<file path="config.mk">
export PLATFORM = sky130hd
export DESIGN_NAME = character_class_pattern_matcher_flat
export DESIGN_NICKNAME = d
export VERILOG_FILES = /design/src/rtl/cpm_pkg.sv /design/src/rtl/cpm_req_if.sv /design/src/rtl/cpm_rsp_if.sv /design/src/rtl/cpm_ram.sv /design/src/rtl/cpm_table.sv /design/src/rtl/cpm_csr.sv /design/src/rtl/character_class_pattern_matcher.sv /design/src/flat_wrapper.sv
export SDC_FILE = /design/constraint.sdc
export NUM_CORES = 2
export LEC_CHECK = 0
export BUFFER_PORTS_ARGS = -buffer_cell sky130_fd_sc_hd__buf_2
export CAP_MARGIN = 0
export CORE_UTILIZATION = 55
export CTS_CLUSTER_DIAMETER = 100
export DETAILED_ROUTE_END_ITERATION = 7
export PLACE_DENSITY = 0.74
export SLEW_MARGIN = 5
export SYNTH_ARGS = -nofsm -noshare
export SYNTH_HDL_FRONTEND = slang
export SYNTH_SLANG_ARGS = --single-unit
export TNS_END_PERCENT = 50
</file>
<file path="constraint.sdc">
create_clock -name clock -period 23 [get_ports clock]
set_clock_uncertainty 0.15 [all_clocks]
set_input_delay 4.6 -clock clock [delete_from_list [all_inputs] [get_ports clock]]
set_output_delay 4.6 -clock clock [all_outputs]
set_load 0.05 [all_outputs]
</file>
<file path="src/rtl/cpm_pkg.sv">
// Shared constants and types of the character-class pattern matcher.
package cpm_pkg;

   localparam int CHAR_W     = 7;
   localparam int CHAR_COUNT = 128;
   localparam int ACTION_W   = 2;
   localparam int ELEM_W     = 4;
   localparam int KIND_W     = 3;
   localparam int START_W    = 16;
   localparam int LEN_W      = 5;
   localparam int CSR_ADDR_W = 3;
   localparam int CSR_DATA_W = 32;

   // Action codes of an input word.
   localparam logic [ACTION_W-1:0] ACT_DEFINE     = 2'd0;
   localparam logic [ACTION_W-1:0] ACT_ADD_MEMBER = 2'd1;
   localparam logic [ACTION_W-1:0] ACT_SOURCE     = 2'd2;
   localparam logic [ACTION_W-1:0] ACT_NOP        = 2'd3;

   // Element kinds.
   localparam logic [KIND_W-1:0] KIND_LITERAL = 3'd0;
   localparam logic [KIND_W-1:0] KIND_ANY     = 3'd1;
   localparam logic [KIND_W-1:0] KIND_LOWER   = 3'd2;
   localparam logic [KIND_W-1:0] KIND_UPPER   = 3'd3;
   localparam logic [KIND_W-1:0] KIND_SET     = 3'd4;
   localparam logic [KIND_W-1:0] KIND_NEG_SET = 3'd5;

   // Letter range bounds.
   localparam logic [CHAR_W-1:0] CH_LOWER_A = 7'h61;
   localparam logic [CHAR_W-1:0] CH_LOWER_Z = 7'h7A;
   localparam logic [CHAR_W-1:0] CH_UPPER_A = 7'h41;
   localparam logic [CHAR_W-1:0] CH_UPPER_Z = 7'h5A;

   // Register map: the register index is address bit 2.
   localparam int          CSR_INDEX_BIT      = 2;
   localparam logic [0:0]  REG_PATTERN_LENGTH = 1'b0;
   localparam logic [LEN_W-1:0] LEN_RESET     = 5'd1;

   // One access to the accept table.
   typedef struct packed {
      logic              en;
      logic [CHAR_W-1:0] addr;
   } tbl_access_type;

endpackage

</file>
<file path="src/rtl/cpm_req_if.sv">
// Input word channel of the pattern matcher.
interface cpm_req_if;
   logic                          valid;
   logic                          ready;
   logic [cpm_pkg::ACTION_W-1:0]  action;
   logic [cpm_pkg::ELEM_W-1:0]    element_index;
   logic [cpm_pkg::KIND_W-1:0]    element_kind;
   logic [cpm_pkg::CHAR_W-1:0]    character;
   logic                          last_char;

   modport source (output valid, action, element_index, element_kind, character, last_char,
                   input ready);
   modport sink   (input valid, action, element_index, element_kind, character, last_char,
                   output ready);
endinterface

</file>
<file path="src/rtl/cpm_rsp_if.sv">
// Result word channel of the pattern matcher.
interface cpm_rsp_if;
   logic                         valid;
   logic                         ready;
   logic                         match_found;
   logic [cpm_pkg::START_W-1:0]  match_start;
   logic                         search_done;

   modport source (output valid, match_found, match_start, search_done, input ready);
   modport sink   (input valid, match_found, match_start, search_done, output ready);
endinterface

</file>
<file path="src/rtl/cpm_ram.sv">
// Generic single-port-write, single-port-read RAM with registered read data.
module cpm_ram #(
   parameter int WIDTH = 16,
   parameter int DEPTH = 128,
   localparam int AW   = (DEPTH > 1) ? $clog2(DEPTH) : 1
) (
   input  logic             clock,
   input  logic             wr_en,
   input  logic [AW-1:0]    wr_addr,
   input  logic [WIDTH-1:0] wr_data,
   input  logic             rd_en,
   input  logic [AW-1:0]    rd_addr,
   output logic [WIDTH-1:0] rd_data
);

   logic [WIDTH-1:0] mem_ff [DEPTH];
   logic [WIDTH-1:0] rd_data_ff;

   always_ff @(posedge clock) begin
      if (wr_en) begin
         mem_ff[wr_addr] <= wr_data;
      end
      if (rd_en) begin
         rd_data_ff <= mem_ff[rd_addr];
      end
   end

   assign rd_data = rd_data_ff;

endmodule

</file>
<file path="src/rtl/cpm_table.sv">
// Per-character accept table: RAM plus one valid bit per entry, unwritten entries read as zero.
module cpm_table #(
   parameter int WIDTH = 16
) (
   input  logic                    clock,
   input  logic                    reset,
   input  cpm_pkg::tbl_access_type rd_req,
   input  cpm_pkg::tbl_access_type wr_req,
   input  logic [WIDTH-1:0]        wr_data,
   output logic [WIDTH-1:0]        rd_data
);

   logic [cpm_pkg::CHAR_COUNT-1:0] valid_ff;
   logic                           rd_valid_ff;
   logic [WIDTH-1:0]               ram_data;

   cpm_ram #(
      .WIDTH (WIDTH),
      .DEPTH (cpm_pkg::CHAR_COUNT)
   ) u_ram (
      .clock   (clock),
      .wr_en   (wr_req.en),
      .wr_addr (wr_req.addr),
      .wr_data (wr_data),
      .rd_en   (rd_req.en),
      .rd_addr (rd_req.addr),
      .rd_data (ram_data)
   );

   // The sequencer never reads and writes the same entry in one cycle.
   always_ff @(posedge clock) begin
      if (reset) begin
         valid_ff    <= '0;
         rd_valid_ff <= 1'b0;
      end else begin
         if (wr_req.en) begin
            valid_ff[wr_req.addr] <= 1'b1;
         end
         if (rd_req.en) begin
            rd_valid_ff <= valid_ff[rd_req.addr];
         end
      end
   end

   assign rd_data = rd_valid_ff ? ram_data : '0;

endmodule

</file>
<file path="src/rtl/cpm_csr.sv">
// APB-style register block holding pattern_length and its decoded length mask.
module cpm_csr #(
   parameter int MAX_PATTERN = 16,
   localparam int PW = (MAX_PATTERN > 1) ? $clog2(MAX_PATTERN) : 1
) (
   input  logic                             clock,
   input  logic                             reset,
   input  logic                             psel,
   input  logic                             penable,
   input  logic                             pwrite,
   input  logic [cpm_pkg::CSR_ADDR_W-1:0]   paddr,
   input  logic [cpm_pkg::CSR_DATA_W-1:0]   pwdata,
   output logic [cpm_pkg::CSR_DATA_W-1:0]   prdata,
   output logic                             pready,
   output logic [PW-1:0]                    top_idx,
   output logic [MAX_PATTERN-1:0]           len_mask
);

   logic [cpm_pkg::LEN_W-1:0] length_ff;
   logic [cpm_pkg::LEN_W-1:0] length_in;
   logic                      reg_hit;
   int                        last_elem;

   assign reg_hit = (paddr[cpm_pkg::CSR_INDEX_BIT] == cpm_pkg::REG_PATTERN_LENGTH);
   assign pready  = 1'b1;
   assign prdata  = reg_hit ? {{(cpm_pkg::CSR_DATA_W - cpm_pkg::LEN_W){1'b0}}, length_ff}
                            : '0;

   always_comb begin
      length_in = length_ff;
      if (psel && penable && pwrite && reg_hit) begin
         length_in = pwdata[cpm_pkg::LEN_W-1:0];
      end
   end

   always_ff @(posedge clock) begin
      if (reset) begin
         length_ff <= cpm_pkg::LEN_RESET;
      end else begin
         length_ff <= length_in;
      end
   end

   // A length of zero acts as one; lengths above the pattern capacity are clipped.
   always_comb begin
      if (length_ff == '0) begin
         last_elem = 0;
      end else if (int'(length_ff) > MAX_PATTERN) begin
         last_elem = MAX_PATTERN - 1;
      end else begin
         last_elem = int'(length_ff) - 1;
      end
      for (int i = 0; i < MAX_PATTERN; i++) begin
         len_mask[i] = (i <= last_elem);
      end
   end

   assign top_idx = PW'(last_elem);

endmodule

</file>
<file path="src/rtl/character_class_pattern_matcher.sv">
// Top level of the character-class pattern matcher (shift-and over a per-character table).
// Flow: a source word passes ST_MATCH and a set-member word ST_SET (table read, then update)
// before ST_RESP loads the result register; a no-op or an ignored define or set-member word goes
// straight to ST_RESP, and a define first rewrites all 128 table entries, one per cycle, in ST_SWEEP.
// One word in flight; the next is taken the cycle after the result register loads, later while an
// earlier result still waits. Synchronous reset clears control state and table valid bits: no clear pass.
module character_class_pattern_matcher #(
   parameter int MAX_PATTERN = 16,
   parameter int MAX_SOURCE  = 65536
) (
   input  logic                            clock,
   input  logic                            reset,
   input  logic                            csr_psel,
   input  logic                            csr_penable,
   input  logic                            csr_pwrite,
   input  logic [cpm_pkg::CSR_ADDR_W-1:0]  csr_paddr,
   input  logic [cpm_pkg::CSR_DATA_W-1:0]  csr_pwdata,
   output logic [cpm_pkg::CSR_DATA_W-1:0]  csr_prdata,
   output logic                            csr_pready,
   cpm_req_if.sink                         req_ch,
   cpm_rsp_if.source                       rsp_ch
);

   localparam int PW  = (MAX_PATTERN > 1) ? $clog2(MAX_PATTERN) : 1;
   localparam int PSW = $clog2(MAX_SOURCE);
   // The start difference is kept wide enough to see both a borrow and an overflow of 16 bits.
   localparam int DW  = ((PSW > cpm_pkg::START_W) ? PSW : cpm_pkg::START_W) + 2;
   localparam logic [PSW-1:0] POS_MAX = PSW'(MAX_SOURCE - 1);
   localparam logic [cpm_pkg::CHAR_W-1:0] LAST_CHAR_CODE =
      cpm_pkg::CHAR_W'(cpm_pkg::CHAR_COUNT - 1);

   typedef enum logic [2:0] {
      ST_IDLE,
      ST_SWEEP,
      ST_SET,
      ST_MATCH,
      ST_RESP
   } state_type;

   // Whether an element of the given kind accepts character c when it is defined.
   function automatic logic element_accepts(input logic [cpm_pkg::KIND_W-1:0] kind,
                                            input logic [cpm_pkg::CHAR_W-1:0] c,
                                            input logic [cpm_pkg::CHAR_W-1:0] lit);
      logic on;
      unique case (kind)
         cpm_pkg::KIND_LITERAL: on = (c == lit);
         cpm_pkg::KIND_ANY:     on = 1'b1;
         cpm_pkg::KIND_LOWER:   on = (c >= cpm_pkg::CH_LOWER_A) && (c <= cpm_pkg::CH_LOWER_Z);
         cpm_pkg::KIND_UPPER:   on = (c >= cpm_pkg::CH_UPPER_A) && (c <= cpm_pkg::CH_UPPER_Z);
         cpm_pkg::KIND_SET:     on = 1'b0;
         default:               on = 1'b1;   // a negated set starts out accepting everything
      endcase
      return on;
   endfunction

   // Control state.
   state_type                    state_ff, state_in;
   logic [cpm_pkg::CHAR_W-1:0]   sweep_ff, sweep_in;
   logic [MAX_PATTERN-1:0]       pm_ff, pm_in;
   logic [PSW-1:0]               pos_ff, pos_in;
   logic                         found_ff, found_in;
   logic                         rsp_valid_ff, rsp_valid_in;

   // The word being worked on, captured at acceptance.
   logic [cpm_pkg::ELEM_W-1:0]   elem_ff, elem_in;
   logic [cpm_pkg::KIND_W-1:0]   kind_ff, kind_in;
   logic [cpm_pkg::CHAR_W-1:0]   char_ff, char_in;
   logic                         last_ff, last_in;

   // Pending result and the output register.
   logic                         res_found_ff, res_found_in;
   logic [cpm_pkg::START_W-1:0]  res_start_ff, res_start_in;
   logic                         res_done_ff, res_done_in;
   logic                         rsp_found_ff, rsp_found_in;
   logic [cpm_pkg::START_W-1:0]  rsp_start_ff, rsp_start_in;
   logic                         rsp_done_ff, rsp_done_in;

   // Table access and length decode.
   cpm_pkg::tbl_access_type      rd_req, wr_req;
   logic [MAX_PATTERN-1:0]       wr_data, rd_data;
   logic [PW-1:0]                top_idx;
   logic [MAX_PATTERN-1:0]       len_mask;

   logic                         accept;
   logic                         req_elem_ok;
   logic [MAX_PATTERN-1:0]       elem_bit;
   logic [MAX_PATTERN-1:0]       next_pm;
   logic [DW-1:0]                start_diff;
   logic [cpm_pkg::START_W-1:0]  start_sat;

   cpm_csr #(
      .MAX_PATTERN (MAX_PATTERN)
   ) u_csr (
      .clock    (clock),
      .reset    (reset),
      .psel     (csr_psel),
      .penable  (csr_penable),
      .pwrite   (csr_pwrite),
      .paddr    (csr_paddr),
      .pwdata   (csr_pwdata),
      .prdata   (csr_prdata),
      .pready   (csr_pready),
      .top_idx  (top_idx),
      .len_mask (len_mask)
   );

   cpm_table #(
      .WIDTH (MAX_PATTERN)
   ) u_table (
      .clock   (clock),
      .reset   (reset),
      .rd_req  (rd_req),
      .wr_req  (wr_req),
      .wr_data (wr_data),
      .rd_data (rd_data)
   );

   // One word is in flight at a time; the block takes a new word only when idle.
   assign req_ch.ready = (state_ff == ST_IDLE);
   assign accept       = req_ch.valid && (state_ff == ST_IDLE);
   assign req_elem_ok  = (int'(req_ch.element_index) < MAX_PATTERN);
   assign elem_bit     = MAX_PATTERN'(1) << elem_ff;

   // Shift-and step: every live partial match grows by one, a new one starts at element 0,
   // and only those the current character satisfies survive.
   assign next_pm    = ((pm_ff << 1) | MAX_PATTERN'(1)) & rd_data & len_mask;
   // Start of the match is the current index minus (length - 1); a borrow or anything
   // beyond 16 bits saturates at the largest start value.
   assign start_diff = DW'(pos_ff) - DW'(top_idx);
   assign start_sat  = (|start_diff[DW-1:cpm_pkg::START_W]) ? '1
                                                              : start_diff[cpm_pkg::START_W-1:0];

   assign rsp_ch.valid       = rsp_valid_ff;
   assign rsp_ch.match_found = rsp_found_ff;
   assign rsp_ch.match_start = rsp_start_ff;
   assign rsp_ch.search_done = rsp_done_ff;

   always_comb begin
      state_in     = state_ff;
      sweep_in     = sweep_ff;
      pm_in        = pm_ff;
      pos_in       = pos_ff;
      found_in     = found_ff;
      elem_in      = elem_ff;
      kind_in      = kind_ff;
      char_in      = char_ff;
      last_in      = last_ff;
      res_found_in = res_found_ff;
      res_start_in = res_start_ff;
      res_done_in  = res_done_ff;
      rsp_found_in = rsp_found_ff;
      rsp_start_in = rsp_start_ff;
      rsp_done_in  = rsp_done_ff;
      rsp_valid_in = rsp_valid_ff && !rsp_ch.ready;
      rd_req       = '0;
      wr_req       = '0;
      wr_data      = rd_data;

      unique case (state_ff)
         ST_IDLE: begin
            if (accept) begin
               elem_in      = req_ch.element_index;
               kind_in      = req_ch.element_kind;
               char_in      = req_ch.character;
               last_in      = req_ch.last_char;
               res_found_in = 1'b0;
               res_start_in = '0;
               res_done_in  = 1'b0;
               state_in     = ST_RESP;
               case (req_ch.action)
                  cpm_pkg::ACT_DEFINE: begin
                     // Unknown kinds and out-of-range elements leave the table alone.
                     if (req_elem_ok && (req_ch.element_kind <= cpm_pkg::KIND_NEG_SET)) begin
                        rd_req.en = 1'b1;
                        rd_req.addr = '0;
                        sweep_in  = '0;
                        state_in  = ST_SWEEP;
                     end
                  end
                  cpm_pkg::ACT_ADD_MEMBER: begin
                     if (req_elem_ok) begin
                        rd_req.en   = 1'b1;
                        rd_req.addr = req_ch.character;
                        state_in    = ST_SET;
                     end
                  end
                  cpm_pkg::ACT_SOURCE: begin
                     rd_req.en   = 1'b1;
                     rd_req.addr = req_ch.character;
                     state_in    = ST_MATCH;
                  end
                  default: begin
                     state_in = ST_RESP;
                  end
               endcase
            end
         end

         ST_SWEEP: begin
            // Entry sweep_ff arrives now; the next entry is read in the same cycle.
            wr_req.en   = 1'b1;
            wr_req.addr = sweep_ff;
            wr_data     = element_accepts(kind_ff, sweep_ff, char_ff) ? (rd_data | elem_bit)
                                                                      : (rd_data & ~elem_bit);
            if (sweep_ff == LAST_CHAR_CODE) begin
               state_in = ST_RESP;
            end else begin
               rd_req.en   = 1'b1;
               rd_req.addr = sweep_ff + 1'b1;
               sweep_in    = sweep_ff + 1'b1;
            end
         end

         ST_SET: begin
            // A negated set loses the member; every other kind gains it.
            wr_req.en   = 1'b1;
            wr_req.addr = char_ff;
            wr_data     = (kind_ff == cpm_pkg::KIND_NEG_SET) ? (rd_data & ~elem_bit)
                                                             : (rd_data | elem_bit);
            state_in    = ST_RESP;
         end

         ST_MATCH: begin
            if (!found_ff) begin
               pm_in = next_pm;
               if (next_pm[top_idx]) begin
                  res_found_in = 1'b1;
                  res_start_in = start_sat;
                  res_done_in  = 1'b1;
                  found_in     = 1'b1;
               end else if (last_ff) begin
                  res_done_in = 1'b1;
               end
               if (pos_ff < POS_MAX) begin
                  pos_in = pos_ff + 1'b1;
               end
            end
            // The last character of a search always starts the next one afresh.
            if (last_ff) begin
               pm_in    = '0;
               pos_in   = '0;
               found_in = 1'b0;
            end
            state_in = ST_RESP;
         end

         ST_RESP: begin
            if (!rsp_valid_ff || rsp_ch.ready) begin
               rsp_valid_in = 1'b1;
               rsp_found_in = res_found_ff;
               rsp_start_in = res_start_ff;
               rsp_done_in  = res_done_ff;
               state_in     = ST_IDLE;
            end
         end

         default: begin
            state_in = ST_IDLE;
         end
      endcase
   end

   always_ff @(posedge clock) begin
      if (reset) begin
         state_ff     <= ST_IDLE;
         sweep_ff     <= '0;
         pm_ff        <= '0;
         pos_ff       <= '0;
         found_ff     <= 1'b0;
         rsp_valid_ff <= 1'b0;
      end else begin
         state_ff     <= state_in;
         sweep_ff     <= sweep_in;
         pm_ff        <= pm_in;
         pos_ff       <= pos_in;
         found_ff     <= found_in;
         rsp_valid_ff <= rsp_valid_in;
      end
      elem_ff      <= elem_in;
      kind_ff      <= kind_in;
      char_ff      <= char_in;
      last_ff      <= last_in;
      res_found_ff <= res_found_in;
      res_start_ff <= res_start_in;
      res_done_ff  <= res_done_in;
      rsp_found_ff <= rsp_found_in;
      rsp_start_ff <= rsp_start_in;
      rsp_done_ff  <= rsp_done_in;
   end

endmodule

</file>
<file path="src/flat_wrapper.sv">
// flat-port wrapper written by rule: the top's interface ports become plain ports
module character_class_pattern_matcher_flat 
#(
   parameter int MAX_PATTERN = 16,
   parameter int MAX_SOURCE  = 65536
)
  (clock, reset, csr_psel, csr_penable, csr_pwrite, csr_paddr, csr_pwdata, csr_prdata, csr_pready, req_ch_valid, req_ch_action, req_ch_element_index, req_ch_element_kind, req_ch_character, req_ch_last_char, req_ch_ready, rsp_ch_valid, rsp_ch_match_found, rsp_ch_match_start, rsp_ch_search_done, rsp_ch_ready);
  cpm_req_if req_ch_i ();
  cpm_rsp_if rsp_ch_i ();
  input  logic clock;
  input  logic reset;
  input  logic csr_psel;
  input  logic csr_penable;
  input  logic csr_pwrite;
  input  logic [cpm_pkg::CSR_ADDR_W-1:0] csr_paddr;
  input  logic [cpm_pkg::CSR_DATA_W-1:0] csr_pwdata;
  output logic [cpm_pkg::CSR_DATA_W-1:0] csr_prdata;
  output logic csr_pready;
  input wire logic [$bits(req_ch_i.valid)-1:0] req_ch_valid;
  input wire logic [$bits(req_ch_i.action)-1:0] req_ch_action;
  input wire logic [$bits(req_ch_i.element_index)-1:0] req_ch_element_index;
  input wire logic [$bits(req_ch_i.element_kind)-1:0] req_ch_element_kind;
  input wire logic [$bits(req_ch_i.character)-1:0] req_ch_character;
  input wire logic [$bits(req_ch_i.last_char)-1:0] req_ch_last_char;
  output wire logic [$bits(req_ch_i.ready)-1:0] req_ch_ready;
  output wire logic [$bits(rsp_ch_i.valid)-1:0] rsp_ch_valid;
  output wire logic [$bits(rsp_ch_i.match_found)-1:0] rsp_ch_match_found;
  output wire logic [$bits(rsp_ch_i.match_start)-1:0] rsp_ch_match_start;
  output wire logic [$bits(rsp_ch_i.search_done)-1:0] rsp_ch_search_done;
  input wire logic [$bits(rsp_ch_i.ready)-1:0] rsp_ch_ready;
  assign req_ch_i.valid = req_ch_valid;
  assign req_ch_i.action = req_ch_action;
  assign req_ch_i.element_index = req_ch_element_index;
  assign req_ch_i.element_kind = req_ch_element_kind;
  assign req_ch_i.character = req_ch_character;
  assign req_ch_i.last_char = req_ch_last_char;
  assign req_ch_ready = req_ch_i.ready;
  assign rsp_ch_valid = rsp_ch_i.valid;
  assign rsp_ch_match_found = rsp_ch_i.match_found;
  assign rsp_ch_match_start = rsp_ch_i.match_start;
  assign rsp_ch_search_done = rsp_ch_i.search_done;
  assign rsp_ch_i.ready = rsp_ch_ready;
  character_class_pattern_matcher #(.MAX_PATTERN(MAX_PATTERN), .MAX_SOURCE(MAX_SOURCE)) u_core (.clock(clock), .reset(reset), .csr_psel(csr_psel), .csr_penable(csr_penable), .csr_pwrite(csr_pwrite), .csr_paddr(csr_paddr), .csr_pwdata(csr_pwdata), .csr_prdata(csr_prdata), .csr_pready(csr_pready), .req_ch(req_ch_i), .rsp_ch(rsp_ch_i));
endmodule
</file>
==> implementation parameters <==
Parameter                              Value

Power and ir drop
  Lkg Pwr ... 30.1 nW
  Switching share of total power ... 0.228
  Total net switching power ... 0.00199 W
  Sequential share of power ... 0.522
  Internal Power ... 0.00674 W
  Max rail drop VDD ... 0.0000713 V
  Power per standard cell area ... 86.9 nW/um^2
  Combinational power share ... 0.080
  Clock power frac ... 0.398

Logic synthesis
  Most numerous cell types in the synthesized netlist ... sky130_fd_sc_hd__edfxtp_1 (2115), sky130_fd_sc_hd__nor2_1 (478), sky130_fd_sc_hd__mux4_2 (477), sky130_fd_sc_hd__nand2_1 (456), sky130_fd_sc_hd__dfxtp_1 (177)
  Post-synthesis sequential area ratio ... 0.743
  Yosys warnings ... 0
  Primary flip-flop cell chosen by synthesis mapping ... sky130_fd_sc_hd__edfxtp_1
  Share of synthesized flip-flops with an asynchronous set or reset ... 0
  Avg Cell Area, Syn ... 18.0 um^2
  Number of synthesized flops with an enable pin ... 2115
  Post-Synthesis Cells ... 5004
  Number of different library cells in the post-synthesis netlist ... 93
  Cell area after technology mapping ... 90300 um^2
  Fraction of synthesized cell area taken by the top area cell type ... 0.703
  Top cells by area in the synthesized netlist ... sky130_fd_sc_hd__edfxtp_1 (70%), sky130_fd_sc_hd__mux4_2 (12%), sky130_fd_sc_hd__dfxtp_1 (3.9%), sky130_fd_sc_hd__nor2_1 (2.0%), sky130_fd_sc_hd__nand2_1 (1.9%)
  Cell type with the highest aggregate area in the netlist ... sky130_fd_sc_hd__edfxtp_1
  Most repeated cell in the gate-level netlist after synthesis ... sky130_fd_sc_hd__edfxtp_1
  Synthesis-stage register bit count ... 2292

Job
  # Max-Cap Violations ... 0

Routing
  Count of nets left with antenna violations after detail routing ... 0
  Router iterations before antenna repair ... 6
  # DRC ... 0
  Detailed-route via count ... 50200
  Routed WL per cell ... 31.1 um
  DR vias/cell ... 6.60
  Number of DRC markers in iteration 0 ... 7742
  Total wire length after detailed routing ... 236000 um

Worst setup path
  Worst EP arrival ... 11.58 ns
  Type of element launching the critical path ... input port
  Required time worst endpoint ... 23.43 ns
  Worst reg-to-reg path cell count ... 15
  Worst setup path category ... input port to register
  Largest fanout on the critical path ... 97
  Cell mode on critical path ... sky130_fd_sc_hd__buf_4
  Master of the slowest instance on the critical path ... sky130_fd_sc_hd__a2111oi_0
  Worst path cell trace ... buf_2 -> inv_1 -> ha_1 -> nor4b_2 -> nand3_2 -> o21ai_4 -> buf_4 -> buf_4 -> buf_4 -> buf_12 -> buf_4 -> mux4_2 -> nand2_1 -> and3_1 -> a31oi_1 -> a2111oi_0 -> a211oi_2
  Peak per-stage delay on the critical path ... 1.02 ns
  CP endpoint kind ... register

Clock tree
  Total CTS buffers ... 214
  Deepest level of the CTS H-tree ... 4
  Clock root cell ... sky130_fd_sc_hd__clkbuf_16
  CTS clk-pin slew, worst paths ... 0.07 ns
  Buffer count from post-CTS setup fixing ... 0
  Worst skew pair latency ... 0.87 ns
  TritonCTS clock tree ... yes
  Resize count post-CTS ... 0
  Buffer levels on the longest clock path ... 3
  # clock sinks ... 2292
  Post-CTS Hold Buffers ... 0

Min path
  Kind of path behind the tightest hold check ... register to register
  Hold Crit Depth ... 0

STA
  Final min period ... 11.15 ns
  Setup Total Neg Slack ... 0 ns
  Unrepaired setup endpoints after global routing ... no
  Total setup violations reported at the end of the flow ... 0
  Max Clk Rate ... 89.7 MHz
  Post-route worst hold slack ... 0.270 ns
  Final period utilization ... 0.485
  Slew @ Worst Pin ... 1.38 ns
  Fin. max-slew vios ... 0
  Final count of hold timing violations ... 0
  Relative slew slack ... 0.0761

Placed design
  Detailed placer's ending HPWL ... 138000 um
  RePlAce Congestion ... 0.916
  Number of I/O port buffers ... 54

GRT
  Number of antenna violations at the first check in global routing ... 12
  Largest net degree at the start of global routing ... 129
  Global-route usage over all layers ... 0.285
  Vias in the first global route ... 48700
  GRT Residual Overflow ... 0
  Global-route wire length before repair ... 340000 um

Floorplan
  Y dimension of the die ... 407 um
  Initial core utilization ... 0.554
  Number of top-level design ports ... 112
  Die width ... 407 um
  Core footprint ... 163000 um^2
  Cell row count ... 148
  Total die area ... 166000 um^2

Cells and area
  Nets@finish ... 5307
  Synthesis-to-layout area growth ... 11.3%
  Number of fill cells ... 11100
  Fraction of final layout cells with drive strength greater than 1 ... 0.217
  Sequential cell area ... 67100 um^2
  Footprint of the multi-input gates ... 21500 um^2

Run status
  Result of the run ... finished clean
[per-layer routing]
metal  track usage  routed length, um  vias up  share of wire
met5             0                 55        -        0.00023
met4         0.135              12300        8          0.052
met3        0.0739              29600      611           0.13
met2         0.437             109000     3464           0.46
met1         0.386              85000    25700           0.36
li1              -                  -    20400              -
[worst max-delay path: cells and delay by family]
family	cells	cell delay, ns
buffers and inverters	7	3.51
AOI/OAI and AO/OA	4	1.48
and+or+nand+nor	4	0.91
muxes	1	0.57
adders and majority gates	1	0.34
[per-stage QoR]
step / setup slack [ns] / power (W) / instance area (um^2) / util / cells
floorplan: 12.14 / 0.00513 / 90400 / - / 5030
global placement: 11.00 / 0.00532 / 93600 / 0.574 / 7195
detailed placement: 10.87 / 0.00533 / 93600 / 0.574 / 7195
CTS: 11.79 / 0.00875 / 100000 / 0.617 / 7601
global route: 11.47 / 0.00895 / 100000 / 0.617 / 7602
finish: 11.85 / 0.00874 / 100000 / 0.617 / 7603
[sequential cells by signal (all words and copies together), names as in the netlist, 15 cells and up]
register	flops
u_core.u_table.u_ram.mem_ff	2048
u_core.pm_ff	15
u_core.u_table.valid_ff	128
u_core.pos_ff	16
u_core.u_table.u_ram.rd_data	16
u_core.res_start_ff	16
u_core.rsp_ch.match_start	16
[final cells by class]
type	count	share of cell area
flip-flops and latches	2292	0.667
repair buffers	297	0.0218
well taps	2175	0.0271
clock buffers	305	0.0593
multi-input cells	2407	0.214
diodes	2	0.0000498
clock inverters	101	0.00936
inverters	24	0.000897
[kinds of logic after synthesis]
kind of cell	synth area share
AOI/OAI and AO/OA	0.0386
xor gates and xnor gates	0.00339
adders and majority gates	0.00197
buffers and inverters	0.0240
DFF	0.743
muxes	0.129
other	0.0000832
and+or+nand+nor	0.0601
[power groups by stage]
stage,registers [W],clock network [W],logic [W]
detailed placement,0.00465,0,0.000684
CTS,0.00456,0.00350,0.000688
finish,0.00456,0.00348,0.000698
floorplan,0.00466,0,0.000478
global placement,0.00465,0,0.000678
global route,0.00456,0.00366,0.000727
[cell usage in the layout, fill, tap and decap left out, types with 37 or more instances in the layout]
cell / n
sky130_fd_sc_hd__buf_2: 53
sky130_fd_sc_hd__edfxtp_1: 2115
sky130_fd_sc_hd__o22ai_1: 37
sky130_fd_sc_hd__clkbuf_1: 67
sky130_fd_sc_hd__o21ai_0: 60
sky130_fd_sc_hd__a21oi_1: 97
sky130_fd_sc_hd__mux2i_1: 66
sky130_fd_sc_hd__clkbuf_16: 216
sky130_fd_sc_hd__a31oi_1: 48
sky130_fd_sc_hd__mux4_2: 477
sky130_fd_sc_hd__nand3_1: 160
sky130_fd_sc_hd__buf_4: 236
sky130_fd_sc_hd__dfxtp_1: 177
sky130_fd_sc_hd__nand2_1: 455
sky130_fd_sc_hd__a22oi_1: 41
sky130_fd_sc_hd__nor2_1: 468
[worst paths after layout]
kind,start,end,slack [ns]
setup / recovery,req_ch_action[1],u_core.u_table.u_ram.rd_data[6],11.85
hold reg to reg,u_core.res_start_ff[6],u_core.rsp_ch.match_start[6],0.27
setup reg to reg,u_core.sweep_ff[0],u_core.u_table.u_ram.rd_data[6],15.23
hold / removal,u_core.res_start_ff[6],u_core.rsp_ch.match_start[6],0.27
(Power assumes the default switching activity.)
